[src/hw/rtl/rv32_pkg.sv]
// ----------------------------------------------------------------------------
// rv32_pkg: shared types and constants
// opcodes, csr addresses, decoded item and result types
// ----------------------------------------------------------------------------
package rv32_pkg;

	localparam int XLEN = 32;
	localparam int REG_COUNT = 32;
	localparam int RIDX_W = $clog2(REG_COUNT);
	localparam int QDEPTH = 2;

	localparam logic [6:0] OP_LUI    = 7'h37;
	localparam logic [6:0] OP_AUIPC  = 7'h17;
	localparam logic [6:0] OP_JAL    = 7'h6f;
	localparam logic [6:0] OP_JALR   = 7'h67;
	localparam logic [6:0] OP_BRANCH = 7'h63;
	localparam logic [6:0] OP_LOAD   = 7'h03;
	localparam logic [6:0] OP_STORE  = 7'h23;
	localparam logic [6:0] OP_IMM    = 7'h13;
	localparam logic [6:0] OP_REG    = 7'h33;
	localparam logic [6:0] OP_SYSTEM = 7'h73;

	localparam logic [31:0] W_EBREAK = 32'h0010_0073;
	localparam logic [31:0] W_ECALL  = 32'h0000_0073;
	localparam logic [31:0] W_MRET   = 32'h3020_0073;

	localparam logic [11:0] CSR_MSTATUS    = 12'h300;
	localparam logic [11:0] CSR_MTVEC      = 12'h305;
	localparam logic [11:0] CSR_ADDR_EPC   = 12'h341;
	localparam logic [11:0] CSR_ADDR_CAUSE = 12'h342;
	localparam logic [31:0] CAUSE_ECALL = 32'd11;

	localparam logic [1:0] MEM_NONE  = 2'd0;
	localparam logic [1:0] MEM_READ  = 2'd1;
	localparam logic [1:0] MEM_WRITE = 2'd2;

	localparam logic [2:0] LK_NONE = 3'd0;
	localparam logic [2:0] LK_LB   = 3'd1;
	localparam logic [2:0] LK_LH   = 3'd2;
	localparam logic [2:0] LK_LW   = 3'd3;
	localparam logic [2:0] LK_LBU  = 3'd4;
	localparam logic [2:0] LK_LHU  = 3'd5;

	// item as classified by the front end
	typedef struct packed {
		logic        ld;
		logic [31:0] w;
		logic [31:0] pc;
		logic [31:0] ldata;
		logic        is_div;
	} item_t;

	typedef struct packed {
		logic [31:0] next_pc;
		logic [1:0]  mem_op;
		logic [31:0] mem_addr;
		logic [1:0]  mem_size;
		logic [31:0] mem_wdata;
		logic        halt;
		logic [31:0] halt_code;
		logic        illegal;
	} res_t;

endpackage

[src/hw/rtl/rv32_front.sv]
// ----------------------------------------------------------------------------
// rv32_front: item intake
// classifies items and queues them for the back end
// ----------------------------------------------------------------------------
module rv32_front (
	input  logic            clk,
	input  logic            arst_n,
	input  logic            in_valid,
	output logic            in_ready,
	input  logic            func,
	input  logic [31:0]     instr_word,
	input  logic [31:0]     pc_in,
	input  logic [31:0]     load_data,
	output logic            q_valid,
	input  logic            q_ready,
	output rv32_pkg::item_t q_item
);
	import rv32_pkg::*;

	localparam int PW = $clog2(QDEPTH);

	item_t          mem_q [QDEPTH];
	logic [PW-1:0]  wp_q, rp_q;
	logic [PW:0]    cnt_q;
	item_t          it;
	logic           push, pop;

	always_comb begin
		it.ld     = func;
		it.w      = instr_word;
		it.pc     = pc_in;
		it.ldata  = load_data;
		it.is_div = !func && instr_word[6:0] == OP_REG && instr_word[31:25] == 7'd1
			&& instr_word[14];
	end

	assign in_ready = cnt_q != (PW+1)'(QDEPTH);
	assign q_valid  = cnt_q != '0;
	assign q_item   = mem_q[rp_q];
	assign push     = in_valid && in_ready;
	assign pop      = q_valid && q_ready;

	always_ff @(posedge clk) begin
		if (push) mem_q[wp_q] <= it;
	end

	always_ff @(posedge clk or negedge arst_n) begin
		if (!arst_n) begin
			wp_q <= '0; rp_q <= '0; cnt_q <= '0;
		end else begin
			if (push) wp_q <= wp_q + 1'b1;
			if (pop)  rp_q <= rp_q + 1'b1;
			if (push && !pop) cnt_q <= cnt_q + 1'b1;
			else if (pop && !push) cnt_q <= cnt_q - 1'b1;
		end
	end

endmodule

[config.mk]
export PLATFORM = sky130hd
export DESIGN_NAME = rv32_front
export DESIGN_NICKNAME = d
export VERILOG_FILES = /design/src/hw/rtl/rv32_pkg.sv /design/src/hw/rtl/rv32_front.sv
export SDC_FILE = /design/constraint.sdc
export NUM_CORES = 1
export LEC_CHECK = 0
export BUFFER_PORTS_ARGS = -buffer_cell sky130_fd_sc_hd__buf_2
export CORE_MARGIN = 1.5
export CORE_UTILIZATION = 45
export CTS_BUF_LIST = sky130_fd_sc_hd__clkbuf_2
export CTS_CLUSTER_SIZE = 14
export DETAILED_ROUTE_END_ITERATION = 16
export GPL_TIMING_DRIVEN = 0
export PLACE_DENSITY = 0.7
export SLEW_MARGIN = 20
export SYNTH_ARGS = -nofsm -noshare
export SYNTH_HDL_FRONTEND = slang
export SYNTH_SLANG_ARGS = --single-unit
[constraint.sdc]
create_clock -name clk -period 14.3 [get_ports clk]
set_input_delay 0 -clock clk [delete_from_list [all_inputs] [get_ports clk]]
set_output_delay 0 -clock clk [all_outputs]
set_load 0.1 [all_outputs]
==> run_results.csv, run 1 <==
group,metric,value,unit
die,die_h,131,um
outcome,haltStage,"clock tree synthesis (4_1_cts)",
yosys,synth_fp_nets,432,
outcome,status,"did not finish",
clock_tree,clk_path_buf_depth,2,
clock_tree,cts_buffers,17,
die,die_x,131,um
clock_tree,hold_buffers,158,
die,rows,46,
die,ioPinCount,201,
yosys,synth-seq-cells,200,
yosys,yosysWarnings,0,
die,start_util,0.462,
placement,place_congestion,0.685,
placement,dpl.hpwl,9030,um
clock_tree,htree_num_levels,4,
yosys,syn_area_per_cell,22.2,um^2
yosys,ys_seq_area_frac,0.816,
placement,port_buffers,200,
clock_tree,clock-root-buffer,"clkbuf_2",
yosys,yosysUniqueCellTypes,18,
outcome,firstError,"[ERROR RSZ-0060] Max buffer count reached.",
yosys,syn_area,7340,um^2
clock_tree,numClockSinks,200,
clock_tree,cts.repair.resized,0,
clock_tree,postCtsSetupBuffers,0,
yosys,synth_cells,330,
[synthesized netlist by cell type, drive strengths merged]
cell	instances	area (um^2)
edfxtp	196	5890
xnor2	3	26.3
nor4	1	6.26
buf	11	73.8
nand2b	1	6.26
ha	1	12.5
nor2	4	15.0
nor4bb	2	20.0
nand2	3	11.3
xor2	2	17.5
mux2	98	1140
dfrtp	4	100
nand4	1	6.26
inv	1	3.75
and3	1	6.26
or2	1	6.26
[through the flow]
stage / utilization / area, um^2 / setup slack (ns) / instances
floorplan: - / 7340 / 8.17 / 330
global placement: 0.542 / 8610 / 7.03 / 746
detailed placement: 0.552 / 8760 / 12.25 / 752
[kinds of logic after synthesis]
group | after synthesis | share of synthesized area
mux | 98 | 0.155
simple gates | 14 | 0.0106
flops | 200 | 0.816
buf+inv | 12 | 0.0106
xor+xnor | 5 | 0.00597
fa+ha+maj | 1 | 0.00170
==> run 2, diff against run 1 <==
Settings changed: CORE_UTILIZATION 45 to 30, CTS_BUF_LIST sky130_fd_sc_hd__clkbuf_2 to unset, CTS_CLUSTER_SIZE 14 to unset, PLACE_DENSITY 0.7 to unset, PLACE_DENSITY_LB_ADDON set to 0.15.
==> run_results.csv, run 2 <==
group,metric,value,unit
outcome,status,"completed",
die,start_util,0.304,
placement,placed_area,8870,um^2
placement,place_congestion,0.713,
run,drv_cap,0,
die,ioPinCount,201,
route,initialDrtViolationCount,189,
yosys,yosysWarnings,0,
yosys,synth-edff-count,196,
placement,place_ws,12.29,ns
critical_path,rr_endpoint,"mem_q[1][25]",
critical_path,cp.required,14.40,ns
yosys,synth_fp_nets,432,
critical_path,worstSetupEndpoint,"mem_q[1][25]",
global_routing,antenna_found_initial,0,
clock_tree,cts.repair.resized,0,
global_routing,grt_pass1_vias,4571,
critical_path,criticalPathCategory,"reg -> reg",
yosys,yosysMostFrequentCell,"edfxtp_1",
placement,dp_cells,859,
sta,fin_crit,1.99,ns
route,drc,0,
critical_path,crit_fanout,50,
route,num_vias,4142,
placement,port_buffers,200,
die,die_x,159,um
critical_path,crit_path_end_kind,"flop",
final_layout,fillCellCount,2164,
sta,fin_tns_setup,0,ns
route,first_pass_iters,4,
yosys,synthArstFlopShare,0.0200,
sta,tightest_slew,0.768,ns
critical_path,r2r_cells,3,
global_routing,track_usage,0.123,
final_layout,most-common-layout-cells,"208 x buf_2, 196 x edfxtp_1, 101 x dlygate4sd3_1",
die,rows,57,
yosys,ys_seq_area_frac,0.816,
critical_path,rr_startpoint,"cnt_q[0]",
sta,clock.fmax,502,MHz
final_layout,final_common_cell,"buf_2",
route,wl,15300,um
final_layout,largest_reg_flops,196,
die,coreArea,24200,um^2
clock_tree,path_clk_slew,0.08,ns
global_routing,grt-ovfl-total,0,
route,routedWlPerCell,15.4,um
sta,setup_slack,12.31,ns
yosys,synth-seq-cells,200,
yosys,synth_top_area_frac,0.802,
yosys,synth_cells,330,
final_layout,n_antenna_cell,0,
final_layout,fin_area,10500,um^2
die,die_h,159,um
yosys,synth_flop_cell,"edfxtp_1",
placement,dpl.hpwl,9980,um
critical_path,worstPathArrival,2.09,ns
sta,hold_viol,0,
die,die_area,25400,um^2
yosys,ys_top_cells_by_count,"196 x edfxtp_1, 88 x mux2_2, 10 x mux2_4, 8 x buf_2",
clock_tree,clock-root-buffer,"clkbuf_16",
route,final_antenna_net_count,0,
clock_tree,cts_buffers,17,
yosys,yosysUniqueCellTypes,18,
global_routing,grt_pass1_wl,23900,um
clock_tree,cts_tree,"built",
yosys,yosysTopAreaCell,"edfxtp_1",
sta,finClkSkew,0.0112,ns
sta,rsz0062_at_grt,"false",
sta,fin_crit_sh,0.139,
yosys,syn_area,7340,um^2
global_routing,grt_start_max_net_pins,51,
final_layout,top_register,"mem_q",
clock_tree,htree_num_levels,4,
yosys,synthTopCellsByArea,"edfxtp_1 80%, mux2_2 14%, mux2_4 2.0%, dfrtp_1 1.4%, buf_2 0.55%",
sta,maxSlewViolCount,0,
sta,maxSlewHeadroom,0.488,
final_layout,syn_to_final_growth,42.6,%
critical_path,cp-start-kind,"flop",
clock_tree,numClockSinks,200,
clock_tree,clk_path_buf_depth,2,
min_path,hold_path_class,"in -> reg",
critical_path,r2r_slack,12.31,ns
final_layout,final_cells,991,
critical_path,crit_start,"cnt_q[0]",
yosys,syn_area_per_cell,22.2,um^2
final_layout,reg.largest.list,"mem_q x196, cnt_q x2",
final_layout,nets,757,
clock_tree,clk_latency,0.42,ns
route,viasPerCell,4.18,
sta,setup_violations,0,
final_layout,drive_above_1_share,0.522,
run 2: final cells by class:
| cell class | instances | area [um^2] | share of cell area |
|---|---|---|---|
| Inverter | 1 | 3.75 | 0.000359 |
| Timing Repair Buffer | 306 | 2130 | 0.203 |
| Multi-Input combinational cell | 118 | 1290 | 0.123 |
| Sequential cell | 200 | 5990 | 0.572 |
| Clock inverter | 14 | 155 | 0.0148 |
| Tap cell | 324 | 405 | 0.0387 |
| Clock buffer | 17 | 425 | 0.0407 |
| Buffer | 11 | 73.8 | 0.00705 |
run 2: routing by layer:
layer / vias up / part of all wire / GRT usage / routed length (um)
met3: 18 / 0.055 / 0.0349 / 841
met2: 121 / 0.52 / 0.224 / 7940
li1: 1959 / - / - / -
met5: - / 0 / 0 / 0
met4: 0 / 0.018 / 0.0485 / 282
met1: 2044 / 0.41 / 0.135 / 6200
run 2: cells by family (layout without fill, tap and decap cells):
group,count (synthesis),in the layout,synth area share
XOR/XNOR,5,5,0.00597
adder cells (fa/ha/maj),1,1,0.00170
buffers and inverters,12,349,0.0106
flip-flops,200,200,0.816
multiplexers,98,98,0.155
AND/OR/NAND/NOR,14,14,0.0106
run 2: worst min-delay path by stage:
stage / from / endpoint / slack (ns) / cells past startpoint
floorplan: arst_n / cnt_q[0] / -0.30 / 0
global placement: arst_n / wp_q / -0.19 / 1
detailed placement: arst_n / cnt_q[0] / -0.19 / 1
CTS: load_data[4] / mem_q[1][5] / 0.26 / 2
global route: load_data[3] / mem_q[1][4] / 0.28 / 2
finish: instr_word[24] / mem_q[1][89] / 0.29 / 2
run 2: through the flow:
stage          hold WS [ns]  utilization
2_1_floorplan        -0.296            -
3_3_place_gp         -0.193        0.362
3_5_place_dp         -0.186        0.367
4_1_cts               0.260        0.433
5_1_grt               0.278        0.433
6_report              0.287        0.433
run 2: worst max-delay path, stage by stage, from the launching register on:
cell      delay [ns]
dfrtp_1         0.41
nand2b_1        0.17
and3_4          0.69
buf_16          0.33
run 2: timing repair:
item	4_1_cts	5_1_grt
hold buffers	101	0
endpoints found under the hold margin	202	0
buffers inserted	0	0
Power of run 2 is left out: the tool's default activity adds up to more than one toggle a clock period on the data nets, which glitch-free logic cannot reach.
